### src/rtl/dss_cell.sv
// dss_cell: one cell of the neighbor window chain; loads its input word on each shift.
// No dependencies.
module dss_cell #(
   parameter int WIDTH = 16
) (
   input  logic             clock,
   input  logic             reset,
   input  logic             shift_en,
   input  logic [WIDTH-1:0] d,
   output logic [WIDTH-1:0] q
);

   logic [WIDTH-1:0] q_ff;
   logic [WIDTH-1:0] q_in;

   always_comb begin
      q_in = shift_en ? d : q_ff;
   end

   always_ff @(posedge clock) begin
      if (reset) begin
         q_ff <= '0;
      end else begin
         q_ff <= q_in;
      end
   end

   assign q = q_ff;

endmodule

### config.mk
export PLATFORM = sky130hd
export DESIGN_NAME = dss_cell
export DESIGN_NICKNAME = d
export VERILOG_FILES = /design/src/rtl/dss_cell.sv
export SDC_FILE = /design/constraint.sdc
export NUM_CORES = 1
export LEC_CHECK = 0
export ABC_AREA = 1
export ABC_CLOCK_PERIOD_IN_PS = 800
export BUFFER_PORTS_ARGS = -buffer_cell sky130_fd_sc_hd__buf_2
export CAP_MARGIN = 25
export CORE_MARGIN = 3
export CORE_UTILIZATION = 30
export CTS_BUF_LIST = sky130_fd_sc_hd__clkbuf_8
export DETAILED_ROUTE_END_ITERATION = 8
export PLACE_DENSITY = 0.62
export SLEW_MARGIN = 20
export SYNTH_ARGS = -nofsm -noshare
export SYNTH_HDL_FRONTEND = slang
export SYNTH_SLANG_ARGS = --single-unit
### constraint.sdc
create_clock -name clock -period 0.8 [get_ports clock]
set_input_delay 0.12 -clock clock [delete_from_list [all_inputs] [get_ports clock]]
set_output_delay 0.12 -clock clock [all_outputs]
set_load 0.01 [all_outputs]
==> summary.txt <==
Die
  • Row count: 16
  • Placeable core region: 2040 µm²
  • Starting Density: 32.8%
  • Die H: 53.3 µm
  • Die Wd: 53.3 µm
  • Io pins: 35
  • Die area: 2840 µm²

Logic synthesis
  • Largest area contributor in the netlist: dfxtp_1
  • Syn Std Cell Area: 671 µm²
  • Register area share after synthesis: 47.8%
  • Synth top area share: 47.8%
  • Yosys reg bits: 16
  • Syn nets: 120
  • Yosys warns: 0
  • Cells after Synth: 101
  • Dominant cells by area after synthesis: dfxtp_1 48%, nand2_1 18%, nor2_1 17%, inv_1 9.5%, buf_6 5.0%
  • Unique masters post-synth: 7
  • Mean Syn Cell Area: 6.64 µm²

Final layout
  • Nets: 160
  • Area of the multi-input gates: 245 µm²
  • Commonest non-fill, non-tap cell in the layout: nand2_1
  • Post-route cell area: 1060 µm²
  • Most frequent cells in the layout: 32 x nand2_1, 30 x nor2_1, 18 x buf_2
  • N_diodes: 0
  • Layout area overhead: 57.8%
  • Max reg flops: 16
  • Core Util, Final: 51.8%
  • Share of cells above drive strength 1: 43.6%
  • FF+latch area: 340 µm²
  • Fill count: 219

STA
  • Final Setup Violations: 2
  • Setup repair after global routing missed its margin: yes
  • Final Skew: 0 ps
  • Min Hold Slack: 159 ps
  • Slew headroom: 91.6%
  • Max Fclk: 1250 MHz
  • Setup TNS: -2.14 ps
  • Period utilization: 100%
  • Hold Violations, Final: 0
  • Worst Max-Slew Pin Slew: 127 ps
  • Shortest period the worst path allows: 802 ps
  • Final worst slack: -2.05 ps
  • Fin. max-slew vios: 0

Hold path
  • Min-Delay Endpoint: q[11]
  • Hold-critical path depth: 5
  • Min-delay worst type: input port to flop
  • Hold path startpoint: d[11]

Critical path
  • Max FO, Critical Path: 2
  • Critical path buffers and inverters: 1
  • RR Endpoint: q[3]
  • Reg-to-reg setup timing slack: 120 ps
  • CP startpoint kind: flop
  • CP max stage cell: dfxtp_2
  • Setup CP Type: flop to output pin
  • Critical Path RT: 680 ps
  • Crit path largest cell delay: 320 ps
  • Reg2reg start: q[3]
  • Worst-path cell chain: buf_6
  • R2R depth: 3
  • Crit path DAT: 680 ps
  • Top delay family on crit path: flip-flops
  • CP Capture Type: output pin

Clocking
  • Maximum buffer depth of the clock tree: 2
  • Clock Latency Late Sink: 240 ps
  • Clock sink count: 16
  • Clk root buf: clkbuf_8
  • Total CTS buffers: 3
  • CTS tree: done
  • # hold bufs at CTS: 0
  • Max H-tree Level: 1
  • Clock transition at path regs: 60 ps

Detailed routing
  • Via-per-instance ratio: 3.89
  • Total wire length: 1.38 mm
  • Residual DRC count: 0
  • Drt first-iter violations: 8
  • Avg WL per Cell: 8.28 µm
  • Detail Route Antenna Nets: 0
  • Drt pass-1 iters: 4
  • Via count: 649

Run status
  • Failing checks: negative setup slack
  • Outcome: finished with violations

Place
  • Dpl hpwl: 974 µm
  • RD Place Congestion: 0.693
  • Area of placed instances: 868 µm²
  • Buffers on Ports: 34

Global route
  • Initial antenna violation count: 0
  • Largest net degree at the start of global routing: 33
  • First-pass GRT wire length: 2.08 mm
  • Vias in the first global route: 504
  • Overall Global Routing Usage: 10.4%
  • Total grt overflow: 0

Flow run
  • Max Cap Viol: 0

Pwr
  • Peak supply drop: 1430 µV
  • PwrDens: 1840 nW/µm²
  • Leakage power: 0.603 nW
  • Total power: 0.00195 W
-- cell families after synthesis --
kind of cell / Yosys count / share of synthesized area [%]
and+or+nand+nor: 64 / 36.6
DFF: 16 / 47.8
buffers and inverters: 21 / 15.7
-- power by group --
part	internal, W	switching, W	total, W
Sequential	0.000865	0.0000379	0.000903
Clock	0.000436	0.000260	0.000695
Combinational	0.000200	0.000151	0.000351
Total	0.00150	0.000449	0.00195
-- what timing repair did --
item	in CTS	in global routing
gates resized for setup	32	0
endpoints found under the setup margin	16	16
buffers inserted	0	2
-- routing by layer --
| metal | GRT usage [%] | wire [µm] | up-vias |
|---|---|---|---|
| li1 | - | - | 360 |
| met1 | 10.8 | 588 | 261 |
| met2 | 16.7 | 636 | 26 |
| met3 | 6.48 | 149 | 2 |
| met4 | 3.83 | 8 | 0 |
| met5 | 0 | 0 | - |
-- Yosys cell counts --
master,number
inv_1,17
nand2_1,32
nor2_1,30
buf_6,3
nor2_2,2
buf_4,1
dfxtp_1,16
-- worst max path at each step --
stage	start	endpoint	cells past startpoint
finish	q[2]	q[2]	1
global route	q[15]	q[15]	1
CTS	q[7]	q[7]	1
detailed placement	shift_en	q[5]	4
global placement	shift_en	q[4]	4
floorplan	reset	q[4]	4
-- metrics by stage --
step / setup slack, ps / std cells
CTS: -9.46 / 165
floorplan: 210 / 101
global route: -31.1 / 167
finish: -2.05 / 167
detailed placement: 106 / 161
global placement: 119 / 161
-- worst reg2reg max path: cells and delay by family (launching register included) --
kind	cells	cell delay (ps)
buffers and inverters	1	120
DFF	1	320
and+or+nand+nor	2	130
-- cell type report --
cell class / instances / share of cell area [%]
Sequential cell: 16 / 32.2
Timing Repair Buffer: 39 / 30.3
Inverter: 17 / 6.03
Multi-Input combinational cell: 64 / 23.2
Tap cell: 27 / 3.19
Clock buffer: 4 / 5.20
(Power assumes the default switching activity.)
