===== src/rtl/dss_pkg.sv =====
// dss_pkg: shared constants, register codes and types for the diffusion stencil step unit.
// No dependencies; compiled first.
package dss_pkg;

   localparam int VALUE_BITS_DEF = 16;
   localparam int MAX_COLS_DEF   = 1024;
   localparam int MAX_ROWS       = 1024;
   localparam int ROW_BITS       = 10;
   localparam int COORD_BITS     = 10;
   localparam int ALPHA_BITS     = 15;
   localparam int GRID_BITS      = 11;
   localparam int FRAC_BITS      = 16;
   localparam int CSR_INDEX_BITS = 2;
   localparam int CSR_DATA_BITS  = 16;
   localparam int RESULT_LANES   = 3;
   localparam int OUT_FIFO_DEPTH = 16;

   typedef logic [CSR_INDEX_BITS-1:0] csr_index_type;

   localparam csr_index_type CSR_ALPHA = 2'd0;
   localparam csr_index_type CSR_COLS  = 2'd1;
   localparam csr_index_type CSR_ROWS  = 2'd2;

   localparam logic [ALPHA_BITS-1:0] ALPHA_RESET     = 15'd13107;
   localparam logic [GRID_BITS-1:0]  GRID_COLS_RESET = 11'd256;
   localparam logic [GRID_BITS-1:0]  GRID_ROWS_RESET = 11'd256;

endpackage


===== src/rtl/dss_stencil.sv =====
// dss_stencil: five-point update c + alpha*lap, product registered, then round and saturate.
// Depends on dss_pkg.
module dss_stencil import dss_pkg::*; #(
   parameter int VALUE_BITS = VALUE_BITS_DEF
) (
   input  logic                  clock,
   input  logic [ALPHA_BITS-1:0] alpha,
   input  logic [VALUE_BITS-1:0] center,
   input  logic [VALUE_BITS-1:0] nb_up,
   input  logic [VALUE_BITS-1:0] nb_down,
   input  logic [VALUE_BITS-1:0] nb_left,
   input  logic [VALUE_BITS-1:0] nb_right,
   output logic [VALUE_BITS-1:0] result
);

   localparam int LAPW  = VALUE_BITS + 3;
   localparam int PRODW = LAPW + ALPHA_BITS + 1;
   localparam int SUMW  = VALUE_BITS + FRAC_BITS + 1;
   localparam int TW    = ((PRODW > SUMW) ? PRODW : SUMW) + 1;

   logic [LAPW-1:0]         sum4;
   logic signed [LAPW-1:0]  lap;
   logic signed [PRODW-1:0] prod_in;
   logic signed [PRODW-1:0] prod_ff;
   logic [VALUE_BITS-1:0]   center_ff;
   logic [TW-1:0]           t;

   always_comb begin
      sum4    = LAPW'(nb_up) + LAPW'(nb_down) + LAPW'(nb_left) + LAPW'(nb_right);
      lap     = $signed(sum4 - (LAPW'(center) << 2));
      prod_in = $signed({1'b0, alpha}) * lap;
   end

   always_ff @(posedge clock) begin
      prod_ff   <= prod_in;
      center_ff <= center;
   end

   always_comb begin
      t = (TW'(center_ff) << FRAC_BITS) + TW'(prod_ff) + (TW'(1) << (FRAC_BITS - 1));
      if (t[TW-1]) begin
         result = '0;
      end else if (t[TW-2:FRAC_BITS+VALUE_BITS] != '0) begin
         result = '1;
      end else begin
         result = t[FRAC_BITS+VALUE_BITS-1:FRAC_BITS];
      end
   end

endmodule

===== config.mk =====
export PLATFORM = sky130hd
export DESIGN_NAME = dss_stencil
export DESIGN_NICKNAME = d
export VERILOG_FILES = /design/src/rtl/dss_pkg.sv /design/src/rtl/dss_stencil.sv
export SDC_FILE = /design/constraint.sdc
export NUM_CORES = 1
export LEC_CHECK = 0
export BUFFER_PORTS_ARGS = -buffer_cell sky130_fd_sc_hd__buf_2
export CAP_MARGIN = 0
export CORE_ASPECT_RATIO = 1.1
export CORE_UTILIZATION = 50
export DETAILED_ROUTE_END_ITERATION = 10
export PLACE_DENSITY = 0.71
export SYNTH_ARGS = -nofsm -noshare
export SYNTH_HDL_FRONTEND = slang
export SYNTH_SLANG_ARGS = --single-unit
export TNS_END_PERCENT = 100

===== constraint.sdc =====
create_clock -name clock -period 11.3 [get_ports clock]
set_input_delay 2.26 -clock clock [delete_from_list [all_inputs] [get_ports clock]]
set_output_delay 2.26 -clock clock [all_outputs]
set_load 0.05 [all_outputs]

==> results of run 1 <==
## metrics by stage
step,util (%),instance area [um2]
finish,56.2,16600
global route,56.2,16600
CTS,55.5,16400
detailed placement,54.9,16200
global placement,54.9,16200
floorplan,-,15000
## cell families (layout without fill, tap and decap cells)
logic type / Yosys count / count (layout) / synth area share, %
buffers and inverters: 505 / 621 / 12.7
and+or+nand+nor: 458 / 458 / 15.9
adders and majority gates: 453 / 453 / 54.0
AOI/OAI and AO/OA: 185 / 185 / 8.63
xor gates and xnor gates: 55 / 55 / 3.22
DFF: 36 / 36 / 4.81
muxes: 11 / 11 / 0.735
## state kept, by name (all words and copies together), names as in the netlist
signal and cells:
center_ff 16, prod_ff 20
## per-layer routing
metal,share of wire (%),up-vias
met5,0,-
li1,-,5394
met1,38,5900
met3,3.9,86
met4,3.7,0
met2,54,311
## final timing paths
| check | from | end | slack, ns | cells after the start |
|---|---|---|---|---|
| min | center[1] | center_ff[1] | 2.09 | 1 |
| max | center[0] | prod_ff[33] | 0.35 | 35 |
## layout by cell type, fill, tap and decap left out, types with 6 or more instances in the layout
cell type  Yosys  routed
nand3_1       19      19
a31oi_1       15      15
or2_1          9       9
o21ai_2       11      11
xnor2_1       44      38
a211oi_1       6       6
mux2i_1       11      11
o21a_1        11      10
nor3b_1       13      13
ha_1         125     125
nor2b_1        7       7
a21o_1        13      13
nand3b_1       8       8
a21oi_2        1       7
nor3_1        15      13
inv_1        434     434
a21oi_1       41      35
and2_1       128     127
dfxtp_1       36      36
o21ai_0       29      25
nand2_1      170     169
buf_2          2     112
and4_1         8       8
buf_4          1      64
o21bai_1       6       6
o21ai_1       14      17
nand2b_1       8       8
fa_1         324     323
nor2_1        41      41
xor2_1        11      11
nand4_1        7       7
## area by class of cell
cell class / instances / area, um2
Clock buffer: 6 / 129
Clock inverter: 2 / 35.0
Fill cell: 2617 / 12900
Inverter: 434 / 1630
Multi-Input combinational cell: 1162 / 12500
Sequential cell: 36 / 721
Tap cell: 374 / 468
Timing Repair Buffer: 179 / 1090
## repair_timing
action,4_1_cts,5_1_grt
setup buffers,0,9
gates resized for setup,1,30
cloned,0,1
hold endpoints to repair,0,0
pin swaps,0,17
endpoints found under the setup margin,2,13
==> reports/metrics.csv, run 1 <==
metric,value,unit
busiest grt layer,met2,
FMAX,91.3,MHz
first-pass GRT wire length,61500,um
relative slew slack,34.3,%
distinct cell type count after synthesis,69,
die width,167,um
Hold Fails Final Rpt,0,
CP Launch Type,input port,
Detail Route Antenna Nets,0,
core area,29500,um2
worst path bufs/invs,9,
dpl cells,2175,
Area contributors post-synth,"fa_1, inv_1, ha_1, and2_1, dfxtp_1",
sequential area share after synthesis,4.81,%
final WL,36100,um
# IOs,112,
Slew @ Worst Pin,0.979,ns
Crit path max-delay family,adder cells,
fin. max-slew vios,0,
hold slack,2.09,ns
total gr overflow,0,
Max Cap Viol,0,
Ys Warns,0,
"worst slack, placed",-0.292,ns
Setup crit end kind,flop,
Post-Syn Instances,1703,
IO buf count,111,
DR pass1 iterations,10,
Post-synth EDFFs,0,
top-count cell post-synth,inv_1,
met1 Use GR,28.9,%
Final GP Congestion,0.878,
post-route setup slack,0.347,ns
Synth top area share,43.3,%
min Tclk post-route,10.95,ns
largest area contributor in the netlist,fa_1,
Critical Path RT,11.49,ns
# clock sinks,36,
NumNets Final,2363,
"Primary FF master, synth",dfxtp_1,
vias per cell,5.33,
hold buffers post-CTS,0,
commonest cells in the netlist,"inv_1, fa_1, nand2_1",
Syn Std Cell Area,15000,um2
initial antenna violation count,0,
post-synthesis net count,2248,
"Slowest-stage cell, CP",fa_1,
largest net degree at the start of global routing,36,
WS Path Type,in -> reg,
met2 usage,48.4,%
vias in the first global route,12799,
Die ar.,30700,um2
DR iter-0 viols,592,
CTS HTree Levels,2,
Core Rows,66,
Worst path most repeated cell,fa_1,
max incr delay on CP,0.53,ns
crit share post-route,96.9,%
total clock buffers created by CTS,5,
status,"finished, violations left",
DP Wirelength,29400,um
Die H,184,um
layout cells sized above 1,13.0,%
DR vias,11691,
Hold Crit Class,in -> reg,
Mean Syn Cell Area,8.80,um2
Finish-stage setup viols,0,
root buffer cell,clkbuf_16,
Worst Path Max Fanout,5,
Initial Util,50.8,%
"non-filler cells, final",2193,
P&R area growth vs syn,10.6,%
DRC,1,
synthesis-stage register bit count,36,
WL/cell,16.5,um
# diodes,0,
CTS Buffer Depth,2,
WP data arrival,11.14,ns
gr usage total,25.2,%
clk slew on worst S/H paths,0.06,ns
met3 GRT Util,2.33,%
violations in the final reports,DRC,
CTS tree,built,
Post-synth ARST share,0,%
setup TNS,0,ns
Power of run 1 is left out: the tool's default activity adds up to more than one toggle a clock period on the data nets, which glitch-free logic cannot reach.
==> run 2, diff against run 1 <==
- CORE_MARGIN: unset -> 1
- CORE_UTILIZATION: 50 -> 58
- PLACE_DENSITY: 0.71 -> 0.8
==> reports/metrics.csv, run 2 (same netlist as run 1, synthesis figures left out) <==
metric,value,unit,change
status,"finished, final reports clean",,"was finished, violations left"
Finish-stage setup viols,0,,unchanged
FMAX,90.6,MHz,was 91.3 MHz
Die ar.,26500,um2,was 30700 um2
gr usage total,28.9,%,was 25.2%
# clock sinks,36,,unchanged
CTS HTree Levels,2,,unchanged
register with the highest flop count,prod_ff,,unchanged
"Slowest-stage cell, CP",fa_1,,unchanged
die width,155,um,was 167 um
P&R area growth vs syn,11.1,%,was 10.6%
max incr delay on CP,0.54,ns,was 0.53 ns
# IOs,112,,unchanged
NumNets Final,2378,,was 2363
clk slew on worst S/H paths,0.06,ns,about the same
initial antenna violation count,0,,unchanged
max FFs per register,20,,unchanged
largest registers,"prod_ff: 20 flops, center_ff: 16 flops",,unchanged
WL/cell,16.9,um,was 16.5 um
Crit path max-delay family,adder cells,,unchanged
hold buffers post-CTS,0,,unchanged
first-pass GRT wire length,59900,um,was 61500 um
root buffer cell,clkbuf_16,,unchanged
DP Wirelength,29000,um,was 29400 um
DR vias,12050,,was 11691
Final GP Congestion,0.896,,was 0.878
IO buf count,111,,unchanged
layout cells sized above 1,13.9,%,was 13.0%
Core Rows,61,,was 66
core area,25300,um2,was 29500 um2
Detail Route Antenna Nets,0,,unchanged
multi-input logic area,12500,um2,about the same
WHS Path Cells,1,,unchanged
Initial Util,59.1,%,was 50.8%
register area,721,um2,unchanged
DRC,0,,was 1
CP Launch Type,input port,,unchanged
CTS Buffer Depth,2,,unchanged
Max Cap Viol,0,,unchanged
worst path bufs/invs,10,,was 9
Hold Fails Final Rpt,0,,unchanged
crit share post-route,97.6,%,was 96.9%
Worst Path Max Fanout,6,,was 5
CTS tree,built,,unchanged
FILL cells,2061,,was 2617
Crit path depth,36,,was 35
most frequent cells in the layout,"inv_1, fa_1, nand2_1",,unchanged
relative slew slack,28.4,%,was 34.3%
DR pass1 iterations,6,,was 10
fin. max-slew vios,0,,unchanged
Hold Crit Class,in -> reg,,unchanged
vias in the first global route,12929,,was 12799
total gr overflow,0,,unchanged
Setup crit end kind,flop,,unchanged
DR iter-0 viols,643,,was 592
Worst path most repeated cell,fa_1,,unchanged
Die H,171,um,was 184 um
WS Path Type,in -> reg,,unchanged
largest net degree at the start of global routing,30,,was 36
total clock buffers created by CTS,5,,unchanged
min Tclk post-route,11.03,ns,was 10.95 ns
"commonest non-fill, non-tap cell in the layout",inv_1,,unchanged
Setup crit start,center[0],,unchanged
Slew @ Worst Pin,1.07,ns,was 0.979 ns
Hold Crit Start,center[15],,was center[1]
final WL,36800,um,was 36100 um
# diodes,0,,unchanged
vias per cell,5.53,,was 5.33
WP data arrival,11.20,ns,was 11.14 ns
setup TNS,0,ns,unchanged
Critical Path RT,11.46,ns,was 11.49 ns
==> run 2: cell types whose count changed in the layout (fill, tap and decap cells not counted), sizes merged <==
cell      change
buf          +14
o21ai         +1
clkinvlp      +1
clkinv        -1
clkbuf        +1
bufinv        -1
==> run 2: worst paths after layout <==
path / to / slack [ns]
worst min-delay path: center_ff[15] / 2.08
worst max-delay path: prod_ff[34] / 0.27
==> run 2: final cells by class <==
class | count | share of cell area, %
Timing Repair Buffer | 193 | 7.11
Clock inverter | 1 | 0.0451
Sequential cell | 36 | 4.33
Multi-Input combinational cell | 1163 | 75.3
Inverter | 434 | 9.78
Clock buffer | 7 | 0.857
Tap cell | 346 | 2.60
==> run 2: layer usage <==
layer	vias to the layer above	track usage [%]	wire length [um]
met5	-	0	0
met4	0	12.4	1810
met3	148	2.99	1800
met2	426	55.2	19800
met1	6064	32.6	13300
li1	5412	-	-
==> run 2: stage by stage <==
step                      utilization, %  hold slack (ns)  cells  worst slack, ns  area, um2
after global placement              63.9             2.38   2157          -0.0960      16200
after floorplan                        -             2.29   1703            0.325      15000
after CTS                           64.7             2.09   2168           0.0199      16400
after global routing                65.7             2.08   2180          -0.0954      16700
after detailed placement            63.9             2.38   2157           -0.327      16200
final                               65.7             2.08   2180            0.266      16700
==> run 2: timing repair <==
item | CTS | global route
gates cloned | 0 | 2
pin swaps | 0 | 16
endpoints found under the hold margin | 0 | 0
setup buffers | 3 | 10
resized for setup | 1 | 41
endpoints found under the setup margin | 2 | 15
Power of run 2 is left out for the same reason.
